File: src/rtl/core/flash_append_record_store_core_assert.svh
// ----------------------------------------------------------------------------
// flash append record store - assertion macros
// shared concurrent assertion forms, clocked on i_clk, disabled in reset
// ----------------------------------------------------------------------------
`ifndef FLASH_APPEND_RECORD_STORE_CORE_ASSERT_SVH
`define FLASH_APPEND_RECORD_STORE_CORE_ASSERT_SVH

// condition holds at every edge
`define FARS_ASSERT_HOLDS(name, cond, msg) \
    name: assert property (@(posedge i_clk) disable iff (!i_rst_n) (cond)) \
        else $error(msg);

// consequent holds in the same cycle as the antecedent
`define FARS_ASSERT_IMPLIES(name, ante, cons, msg) \
    name: assert property (@(posedge i_clk) disable iff (!i_rst_n) (ante) |-> (cons)) \
        else $error(msg);

// consequent holds in the cycle after the antecedent
`define FARS_ASSERT_NEXT(name, ante, cons, msg) \
    name: assert property (@(posedge i_clk) disable iff (!i_rst_n) (ante) |=> (cons)) \
        else $error(msg);

`endif

File: src/rtl/core/fars_pkg.sv
// ----------------------------------------------------------------------------
// fars_pkg
// types, constants and helpers shared by the append record store modules
// ----------------------------------------------------------------------------
`timescale 1ns / 1ps

package fars_pkg;

    localparam int STORE_WORDS = 2048;
    localparam int AW          = $clog2(STORE_WORDS);
    localparam int PW          = AW + 1;
    localparam int RD_W        = 17;

    localparam int KIND_W  = 2;
    localparam int LEN_W   = 12;
    localparam int WORD_W  = 16;
    localparam int IDX_W   = 11;
    localparam int STAT_W  = 3;

    localparam int IN_TDATA_W  = 40;
    localparam int OUT_TDATA_W = 40;

    localparam logic [WORD_W-1:0] ERASED = 16'hFFFF;

    typedef enum logic [KIND_W-1:0] {
        KIND_OPEN = 2'd0,
        KIND_DATA = 2'd1,
        KIND_READ = 2'd2
    } t_kind;

    typedef enum logic [STAT_W-1:0] {
        ST_OK        = 3'd0,
        ST_OK_ERASED = 3'd1,
        ST_NO_RECORD = 3'd2,
        ST_BAD_LENGTH = 3'd3,
        ST_RANGE     = 3'd4,
        ST_NOT_OPEN  = 3'd5,
        ST_TOO_LONG  = 3'd6
    } t_status;

    typedef struct packed {
        t_status            status;
        logic [WORD_W-1:0]  read_word;
        logic [LEN_W-1:0]   found_bytes;
        logic [LEN_W-1:0]   start_offset;
        logic               record_done;
    } t_res;

    typedef struct packed {
        logic               wr_en;
        logic [AW-1:0]      wr_addr;
        logic [WORD_W-1:0]  wr_data;
        logic               rd_en;
        logic [AW-1:0]      rd_addr;
    } t_ram_req;

    // byte offset of a halfword index, low 12 bits
    function automatic logic [LEN_W-1:0] off12(input logic [RD_W-1:0] p);
        return {p[LEN_W-2:0], 1'b0};
    endfunction

endpackage

File: src/rtl/core/fars_out.sv
// ----------------------------------------------------------------------------
// fars_out
// output register stage, frees the sequencer while a result waits downstream
// ----------------------------------------------------------------------------
`timescale 1ns / 1ps

module fars_out (
    input  logic           i_clk,
    input  logic           i_rst_n,
    input  logic           i_valid,
    output logic           o_ready,
    input  fars_pkg::t_res i_res,
    output logic           o_valid,
    input  logic           i_ready,
    output fars_pkg::t_res o_res
);

    import fars_pkg::*;

    logic r_valid;
    t_res r_res;

    assign o_ready = !r_valid || i_ready;

    always_ff @(posedge i_clk) begin
        if (!i_rst_n) begin
            r_valid <= 1'b0;
        end else if (i_valid && o_ready) begin
            r_valid <= 1'b1;
        end else if (i_ready) begin
            r_valid <= 1'b0;
        end
    end

    always_ff @(posedge i_clk) begin
        if (i_valid && o_ready) begin
            r_res <= i_res;
        end
    end

    assign o_valid = r_valid;
    assign o_res   = r_res;

endmodule

File: config.mk
export PLATFORM = sky130hd
export DESIGN_NAME = fars_out
export DESIGN_NICKNAME = d
export VERILOG_FILES = /design/src/rtl/core/flash_append_record_store_core_assert.svh /design/src/rtl/core/fars_pkg.sv /design/src/rtl/core/fars_out.sv
export SDC_FILE = /design/constraint.sdc
export NUM_CORES = 1
export LEC_CHECK = 0
export BUFFER_PORTS_ARGS = -buffer_cell sky130_fd_sc_hd__buf_2
export CAP_MARGIN = 20
export CORE_MARGIN = 3
export CORE_UTILIZATION = 35
export CTS_CLUSTER_SIZE = 14
export DETAILED_ROUTE_END_ITERATION = 10
export PLACE_DENSITY = 0.69
export SETUP_SLACK_MARGIN = 0.3
export SYNTH_ARGS = -nofsm -noshare
export SYNTH_HDL_FRONTEND = slang
export SYNTH_SLANG_ARGS = --single-unit
export TNS_END_PERCENT = 100
File: constraint.sdc
create_clock -name i_clk -period 1.5 [get_ports i_clk]
set_clock_uncertainty 0.05 [all_clocks]
set_input_delay 0.15 -clock i_clk [delete_from_list [all_inputs] [get_ports i_clk]]
set_output_delay 0.15 -clock i_clk [all_outputs]
set_load 0.05 [all_outputs]
==> results_dict.tcl, run 1 <==
set metrics [dict create \
    rsz0062_at_grt "false" \
    utilization_pct 67.81 \
    setup_viol 0 \
    routed_wirelength_mm 3.307 \
    cts_buffers 5 \
    gp_congestion 0.6997 \
    antenna_found_initial 0 \
    cap_viol_max_count 0 \
    slew_violations 0 \
    grt_max_degree 21 \
    worst_slew_pin_slew_ns 0.2687 \
    period_minus_slack_ns 1.143 \
    fin_nets 246 \
    highest_layer "met4" \
    crit_end "o_res[21]$_DFFE_PP_" \
    finalCritPeriodShare_pct 76.19 \
    h-tree-depth 2 \
    placed_area_sq_um 1948 \
    r2r_setup_slack_ns 0.36 \
    syn_inst 49 \
    numPortBuffers 93 \
    worstPathArrival_ns 1.09 \
    p_per_area_nw_per_um2 1136 \
    timing.setup.tns_ns 0 \
    hpwl_mm 2.214 \
    die_height_um 68.77 \
    synth-seq-cells 45 \
    io_pins 94 \
    core_area_sq_um 3716 \
    cts_sinks 45 \
    irDropWorstVdd_mv 0.8464 \
    ys_warn_count 0 \
    cts_tree "done" \
    num_rows 22 \
    grt_overflow 0 \
    fin_area_sq_um 2520 \
    r2r_end "o_res[21]$_DFFE_PP_" \
    fmax_ghz 0.8750 \
    syn_avg_cell_area_sq_um 28.14 \
    critPathLaunchType "flop" \
    rr_worst_depth 3 \
    status "complete, no violations" \
    wl_met1_mm 1.026 \
    gr-usage-all-layers_pct 14.84 \
    clk_pin_slew_ns 0.08 \
    initial_core_util_pct 37.10 \
    crit_type "reg -> reg" \
    end_kind "flop" \
    required_ns 1.45 \
    antennaDiodeCount 0 \
    antenna_left 0 \
    area_growth_syn_to_layout_pct 82.76 \
    power_leakage_nw 1.092 \
    grt_pass1_vias 1104 \
    vias_per_cell 4.174 \
    drt-pass1-iter-count 4 \
    grt_pass1_wl_mm 4.926 \
    syn_nets 97 \
    drc 0 \
    final_common_cell "buf_2" \
    relSlewSlack_pct 82.21 \
    report.final.hold_viol_count 0 \
    wl_per_cell_um 13.39 \
    syn-cell-area_sq_um 1379 \
    final_cell_mix "buf_2 (92), dlygate4sd3_1 (44), edfxtp_1 (44)" \
    startpoint "o_valid$_SDFFE_PN0P_" \
    reg2reg_from "o_valid$_SDFFE_PN0P_" \
    die_width_um 68.77 \
    ys_seq_area_share_pct 97.28 \
    drtIter0Drc 35 \
    num_vias 1031 \
    dieArea_sq_um 4729 \
    met3_length_um 272 \
    hold_class "in -> reg" \
    cp_max_fo 20 \
    drive_gt1_share_pct 54.27 \
    cts.root.buffer_cell "clkbuf_8" \
    clock_latency_ns 0.28 \
    synth.distinct_cells 6 \
    wl_met2_mm 1.963 \
    fillCellCount 268 \
    clock_path_buffers 2 \
]
-- how the worst min path moves through the flow --
stage | endpoint | depth (start not counted) | from | slack (ns)
final | o_valid$_SDFFE_PN0P_ | 2 | i_rst_n | 0.04
after global routing | o_valid$_SDFFE_PN0P_ | 2 | i_rst_n | 0.05
after CTS | o_valid$_SDFFE_PN0P_ | 2 | i_rst_n | 0.04
after detailed placement | o_res[40]$_DFFE_PP_ | 1 | i_res[40] | 0.28
after global placement | o_res[7]$_DFFE_PP_ | 1 | i_res[7] | 0.28
after floorplan | o_res[0]$_DFFE_PP_ | 0 | i_res[0] | 0.20
-- layer usage --
| metal | vias up | track usage, % |
|---|---|---|
| met2 | 53 | 30.51 |
| met3 | 6 | 4.376 |
| met5 | - | 0 |
| li1 | 491 | - |
| met4 | 0 | 5.109 |
| met1 | 481 | 13.21 |
-- where the power goes --
part / switching, W / internal (W) / total (W)
registers: 0.0000182 / 0.00147 / 0.00148
clock network: 0.000355 / 0.000491 / 0.000846
logic: 0.000344 / 0.000190 / 0.000534
-- synth_stat cells --
master    instances  area (sq um)
dfxtp_1           1         20.02
a21boi_2          1         11.26
inv_1             1         3.750
nand2b_4          1         13.76
and2_4            1         8.760
edfxtp_1         44          1321
-- cell families after synthesis --
group | Yosys count | synth area share (%)
AOI/OAI and AO/OA | 1 | 0.8166
buffers and inverters | 1 | 0.2720
DFF | 45 | 97.28
and+or+nand+nor | 2 | 1.633
-- critical path, cell delays in order (launching register included) --
cell and delay (ns):
dfxtp_4 0.35, nand2b_4 0.07, and2_4 0.21, buf_12 0.17
-- state kept, by name (all words and copies together), names as in the netlist --
| register | flops |
|---|---|
| o_res | 44 |
| o_valid | 1 |
-- cell type report --
| class | instances | area (sq um) | area share, % |
|---|---|---|---|
| Clock buffer | 6 | 72.57 | 2.880 |
| Clock inverter | 2 | 33.78 | 1.341 |
| Inverter | 1 | 3.754 | 0.1490 |
| Multi-Input combinational cell | 3 | 33.78 | 1.341 |
| Sequential cell | 45 | 1345 | 53.38 |
| Tap cell | 48 | 60.06 | 2.383 |
| Timing Repair Buffer | 142 | 970.9 | 38.53 |
-- through the flow --
step | worst slack, ns | cells | hold slack, ns | power (W)
floorplan | 0.05513 | 49 | 0.1989 | 0.001800
global placement | 0.3083 | 192 | 0.2772 | 0.001941
detailed placement | 0.2799 | 192 | 0.2781 | 0.001950
CTS | 0.3170 | 247 | 0.04272 | 0.002888
global route | 0.3198 | 247 | 0.04897 | 0.002973
finish | 0.3571 | 247 | 0.04470 | 0.002864
-- timing repair --
item / 4_1_cts / 5_1_grt
endpoints found under the hold margin: 44 / 0
pin swaps: 1 / 0
buffers inserted: 3 / 0
hold buffers: 44 / 0
endpoints found under the setup margin: 24 / 1
gates resized for setup: 0 / 1
No activity file was read; power rests on OpenSTA's default activity.
==> run 2, diff against run 1 <==
--- a/config.mk
+++ b/config.mk
@@ -5,6 +5,7 @@
 export SDC_FILE = /design/constraint.sdc
 export NUM_CORES = 1
 export LEC_CHECK = 0
+export ABC_AREA = 1
 export BUFFER_PORTS_ARGS = -buffer_cell sky130_fd_sc_hd__buf_2
 export CAP_MARGIN = 20
 export CORE_MARGIN = 3
==> constraint.sdc (replaced) <==
create_clock -name i_clk -period 1.2 [get_ports i_clk]
set_clock_uncertainty 0.05 [all_clocks]
set_input_delay 0.12 -clock i_clk [delete_from_list [all_inputs] [get_ports i_clk]]
set_output_delay 0.12 -clock i_clk [all_outputs]
set_load 0.05 [all_outputs]
==> run 2 against run 1 <==
Against the previous run: via count up 1.5%; critical path type unchanged; global-route usage is 3.6 points higher; area after synthesis fell by 0.45%; highest routed layer unchanged.
==> results_dict.tcl, run 2 <==
set metrics [dict create \
    status "complete, no violations" \
    wl_met1_mm 1.177 \
    cp_max_fo 29 \
    num_vias 1046 \
    synth_simple_gate_area_share_pct 0.4558 \
    grt_pass1_wl_mm 5.851 \
    syn_avg_cell_area_sq_um 26.91 \
    relSlewSlack_pct 88.69 \
    clk_pin_slew_ns 0.08 \
    die_width_um 68.62 \
    timing.setup.tns_ns 0 \
    min_from "i_ready" \
    r2r_setup_slack_ns 0.08 \
    drtIter0Drc 20 \
    finalNonFillerCells 247 \
    syn_inst 51 \
    synth-compound-area-share_pct 1.003 \
    worst_slew_pin_slew_ns 0.1693 \
    synth_edf_count 44 \
    finalCritPeriodShare_pct 93.05 \
    cts_tree "done" \
    rr_worst_depth 2 \
    synth_commonest_cells "edfxtp_1 (44), inv_1 (2)" \
    grt_pass1_vias 1202 \
    cts.root.buffer_cell "clkbuf_8" \
    routed_wirelength_mm 3.862 \
    worst_hold_path.num_cells 4 \
    yosys-mux-area-fraction_pct 0 \
    antenna_left 0 \
    synth_area_leader_cell "edfxtp_1" \
    worstPathArrival_ns 1.06 \
    hold_class "in -> reg" \
    synth_xor_xnor_area_share_pct 0 \
    area_growth_syn_to_layout_pct 103.2 \
    slew_violations 0 \
    fmax_ghz 0.8956 \
    utilization_pct 75.05 \
    fin_nets 246 \
    synth-seq-cells 45 \
    met3_length_um 520 \
    required_ns 1.14 \
    num_rows 22 \
    initial_core_util_pct 36.94 \
    clock_path_buffers 2 \
    largest_reg_flops 44 \
    gp_congestion 0.6558 \
    synth_top_cell_area_share_pct 96.26 \
    wl_per_cell_um 15.64 \
    grt_overflow 0 \
    hpwl_mm 2.051 \
    synth_flop_cell "edfxtp_1" \
    h-tree-depth 2 \
    core_area_sq_um 3716 \
    final_common_cell "buf_2" \
    critPathLaunchType "flop" \
    numPortBuffers 93 \
    clock_latency_ns 0.29 \
    cap_viol_max_count 0 \
    async_flop_share_pct 0 \
    syn-cell-area_sq_um 1373 \
    end_kind "flop" \
    irDropWorstVdd_mv 1.002 \
    ys_warn_count 0 \
    p_per_area_nw_per_um2 1335 \
    wl_met2_mm 2.093 \
    drive_gt1_share_pct 53.27 \
    setup_viol 0 \
    cts_buffers 5 \
    grt_max_degree 30 \
    antenna_found_initial 0 \
    drc 0 \
    synth_top_family_by_area "compound AO/OA/AOI/OAI gates" \
    report.final.hold_viol_count 0 \
    period_minus_slack_ns 1.117 \
    synth.distinct_cells 7 \
    syn_nets 99 \
    placed_cells 194 \
    ys_seq_area_share_pct 97.72 \
    cts_sinks 45 \
    final_cell_mix "buf_2 (47), dlygate4sd3_1 (45), buf_6 (45)" \
    drt-pass1-iter-count 3 \
    die_height_um 68.62 \
    min_to "o_valid$_SDFFE_PN0P_" \
    synth_fa_ha_area_share_pct 0 \
    reg2reg_from "o_valid$_SDFFE_PN0P_" \
    antennaDiodeCount 0 \
    power_leakage_nw 1.176 \
    synth_area_leaders "edfxtp_1 (96%), dfxtp_1 (1.5%), a21oi_2 (0.64%)" \
    io_pins 94 \
    dieArea_sq_um 4709 \
    r2r_end "o_res[17]$_DFFE_PP_" \
    rsz0062_at_grt "true" \
    gr-usage-all-layers_pct 18.42 \
    crit_type "reg -> reg" \
    vias_per_cell 4.235 \
    yosysMostFrequentCell "edfxtp_1" \
    highest_layer "met4" \
]
==> run 2: changes by cell type after synthesis, sizes merged <==
cell	change
a21oi	+2
and2	-1
nand2	+1
inv	+2
nand2b	-1
a21boi	-1
==> run 2: layout make-up <==
class | instances | area, sq um
Fill cell | 205 | 927.1
Timing Repair Buffer | 140 | 1235
Clock inverter | 2 | 33.78
Sequential cell | 45 | 1345
Multi-Input combinational cell | 3 | 31.28
Inverter | 3 | 11.26
Tap cell | 48 | 60.06
Clock buffer | 6 | 72.57
==> run 2: kinds of logic (layout without fill, tap and decap cells) <==
family	count (synthesis)	after routing
simple gates	1	1
flops	45	45
compound gates	2	2
buf+inv	3	151
==> run 2: stage by stage <==
step | power [W] | setup WS [ns] | hold WS, ns | area (sq um)
finish | 0.003722 | 0.08344 | 0.09781 | 2789
global route | 0.003861 | 0.05829 | 0.1131 | 2789
CTS | 0.003748 | 0.09253 | 0.05071 | 2785
detailed placement | 0.002433 | 0.07628 | 0.2481 | 1941
global placement | 0.002420 | 0.1121 | 0.2464 | 1941
floorplan | 0.002253 | -0.4505 | 0.1689 | 1388
==> run 2: worst max-delay path by stage <==
stage / startpoint / to / slack [ns] / cells after the start
after floorplan: o_valid$_SDFFE_PN0P_ / o_res[0]$_DFFE_PP_ / -0.45 / 1
after global placement: o_valid$_SDFFE_PN0P_ / o_res[16]$_DFFE_PP_ / 0.11 / 2
after detailed placement: o_valid$_SDFFE_PN0P_ / o_res[42]$_DFFE_PP_ / 0.08 / 2
after CTS: o_valid$_SDFFE_PN0P_ / o_res[17]$_DFFE_PP_ / 0.09 / 2
after global routing: o_valid$_SDFFE_PN0P_ / o_res[17]$_DFFE_PP_ / 0.06 / 2
final: o_valid$_SDFFE_PN0P_ / o_res[17]$_DFFE_PP_ / 0.08 / 2
==> run 2: what timing repair did <==
item                                    CTS  global route
setup buffers                             0             0
endpoints found under the setup margin   90            90
resized for setup                        92             1
endpoints found under the hold margin    45             0
hold buffers                             45             0
==> run 2: metal layers <==
metal | GRT usage (%) | up-vias
met5 | 0 | -
met4 | 6.948 | 0
met3 | 11.51 | 8
met2 | 33.49 | 69
met1 | 15.95 | 480
li1 | - | 489
==> run 2: where the power goes <==
part | leakage [nW] | switching (W) | internal, W
sequential | 0.435 | 0.0000460 | 0.00183
combinational | 0.689 | 0.000441 | 0.000328
clock | 0.0528 | 0.000458 | 0.000614
total | 1.18 | 0.000945 | 0.00278
==> run 2: critical path, stage by stage, from the launching register on <==
cell and delay [ns]:
dfxtp_4 0.37, a21oi_4 0.18, buf_12 0.21
==> run 3, diff against run 2 <==
--- a/config.mk
+++ b/config.mk
@@ -6,13 +6,12 @@
 export NUM_CORES = 1
 export LEC_CHECK = 0
 export ABC_AREA = 1
-export BUFFER_PORTS_ARGS = -buffer_cell sky130_fd_sc_hd__buf_2
 export CAP_MARGIN = 20
 export CORE_MARGIN = 3
 export CORE_UTILIZATION = 35
 export CTS_CLUSTER_SIZE = 14
 export DETAILED_ROUTE_END_ITERATION = 10
-export PLACE_DENSITY = 0.69
+export DONT_BUFFER_PORTS = 1
 export SETUP_SLACK_MARGIN = 0.3
 export SYNTH_ARGS = -nofsm -noshare
 export SYNTH_HDL_FRONTEND = slang
==> run 3 against run 2 <==
Against the previous run: count of clock-buffer cells in the layout increased by 1; maximum frequency decreased by 3.3%; register-to-register slack got worse by 0.04 ns; combinational power decreased by 68%; critical path depth increased by 1; sequential power increased by 16%.
==> results_dict.tcl, run 3 (same netlist as run 2, synthesis figures left out) <==
set metrics [dict create \
    status "complete, no violations" \
    worst_slew_pin_slew_ns 0.4943 \
    clk_pin_slew_ns 0.08 \
    relSlewSlack_pct 67.11 \
    critPathLaunchType "flop" \
    grt_overflow 0 \
    gr-usage-all-layers_pct 11.42 \
    post-place-ws_ns 0.09893 \
    layout_setup_ws_ns 0.04523 \
    grt_pass1_wl_mm 3.588 \
    io_pins 94 \
    placed_cells 102 \
    antennaDiodeCount 0 \
    grt_pass1_vias 718 \
    drc 0 \
    cts_sinks 45 \
    drtIter0Drc 39 \
    critical_path.top_delay_family "flip-flops" \
    crit_end "o_res[24]$_DFFE_PP_" \
    cp_max_fo 9 \
    vias_per_cell 4.394 \
    fin_nets 159 \
    irDropWorstVdd_mv 0.8885 \
    r2r_end "o_res[24]$_DFFE_PP_" \
    reg2reg_from "o_valid$_SDFFE_PN0P_" \
    startpoint "o_valid$_SDFFE_PN0P_" \
    cp_num_buf_inv 2 \
    r2r_setup_slack_ns 0.05 \
    h-tree-depth 2 \
    die_width_um 68.62 \
    final_cell_mix "dlygate4sd3_1 (46), edfxtp_1 (44), clkbuf_8 (5)" \
    die_height_um 68.62 \
    cts.root.buffer_cell "clkbuf_8" \
    grt_max_degree 26 \
    power_leakage_nw 0.7527 \
    utilization_pct 57.54 \
    slowest_stage "dfxtp_4" \
    p_per_area_nw_per_um2 1549 \
    report.final.hold_viol_count 0 \
    period_minus_slack_ns 1.155 \
    hold_class "in -> reg" \
    antenna_left 0 \
    rr_worst_depth 3 \
    dieArea_sq_um 4709 \
    numPortBuffers 0 \
    antenna_found_initial 0 \
    drive_gt1_share_pct 16.07 \
    timing.setup.tns_ns 0 \
    num_vias 703 \
    power_w 0.003312 \
    clock_path_buffers 2 \
    gp_congestion 0.5916 \
    area_growth_syn_to_layout_pct 55.79 \
    routed_wirelength_mm 2.911 \
    cts_buffers 5 \
    finalNonFillerCells 160 \
    worstPathArrival_ns 1.12 \
    required_ns 1.16 \
    crit_chain "a21oi_4 > buf_12 > clkbuf_16" \
    drt-pass1-iter-count 3 \
    cts_tree "done" \
    setup_viol 0 \
    final_common_cell "dlygate4sd3_1" \
    cap_viol_max_count 0 \
    num_rows 22 \
    core_area_sq_um 3716 \
    slew_violations 0 \
    end_kind "flop" \
    path_depth 3 \
    crit_type "reg -> reg" \
    fmax_ghz 0.8660 \
    cpPeakStageDelay_ns 0.38 \
    clock_latency_ns 0.28 \
    finalCritPeriodShare_pct 96.23 \
    fillCellCount 280 \
    largest_reg_flops 44 \
    rsz0062_at_grt "true" \
    wl_per_cell_um 18.19 \
    initial_core_util_pct 36.94 \
]
## run 3: cell count changes in the layout (fill, tap and decap cells not counted), sizes merged
cell and change:
buf -90, clkinv -1, bufinv -1, clkbuf +3
clkinvlp +1, dlygate4sd3 +1
## run 3: through the flow
stage	hold WS (ns)	cell area (sq um)
finish	0.05523	2138
global route	0.05562	2138
floorplan	0.1689	1388
detailed placement	0.1689	1495
global placement	0.1689	1495
CTS	0.04268	2053
## run 3: report_power, final
group | internal (W) | leakage [nW] | switching (W)
clock network | 0.000412 | 0.0385 | 0.000467
registers | 0.00184 | 0.435 | 0.000342
logic | 0.000159 | 0.280 | 0.0000918
total | 0.00241 | 0.753 | 0.000901
## run 3: worst min path at each step
stage | start | endpoint | slack (ns) | cells past startpoint
global route | i_ready | o_valid$_SDFFE_PN0P_ | 0.06 | 3
detailed placement | i_res[26] | o_res[26]$_DFFE_PP_ | 0.17 | 0
CTS | i_ready | o_valid$_SDFFE_PN0P_ | 0.04 | 3
finish | i_ready | o_valid$_SDFFE_PN0P_ | 0.06 | 3
global placement | i_res[25] | o_res[25]$_DFFE_PP_ | 0.17 | 0
floorplan | i_res[0] | o_res[0]$_DFFE_PP_ | 0.17 | 0
## run 3: timing repair
action                                  CTS  global route
hold endpoints to repair                 45             0
pin swaps                                 1             0
cloned                                    0             3
setup buffers                             0             1
gates resized for setup                   2             1
hold buffers                             46             0
endpoints found under the setup margin   90            90
## run 3: cell type report
cell class / instances / area, sq um / area share, %
Timing Repair Buffer: 53 / 593.1 / 27.74
Multi-Input combinational cell: 3 / 45.04 / 2.106
Inverter: 3 / 11.26 / 0.5266
Sequential cell: 45 / 1345 / 62.90
Tap cell: 48 / 60.06 / 2.809
Clock inverter: 1 / 7.507 / 0.3511
Clock buffer: 7 / 76.32 / 3.569
## run 3: per-layer routing
| layer | part of all wire, % | wire length, um | GRT usage [%] | up-vias |
|---|---|---|---|---|
| met2 | 55 | 1614 | 21.45 | 59 |
| li1 | - | - | - | 317 |
| met1 | 33 | 954 | 9.236 | 325 |
| met4 | 0.65 | 19 | 3.722 | 0 |
| met3 | 11 | 322 | 7.618 | 2 |
| met5 | 0 | 0 | 0 | - |
## run 3: tightest hold or removal path: stages
cell and delay [ns]:
inv_2 0.05, nand2_8 0.12, a21oi_2 0.06
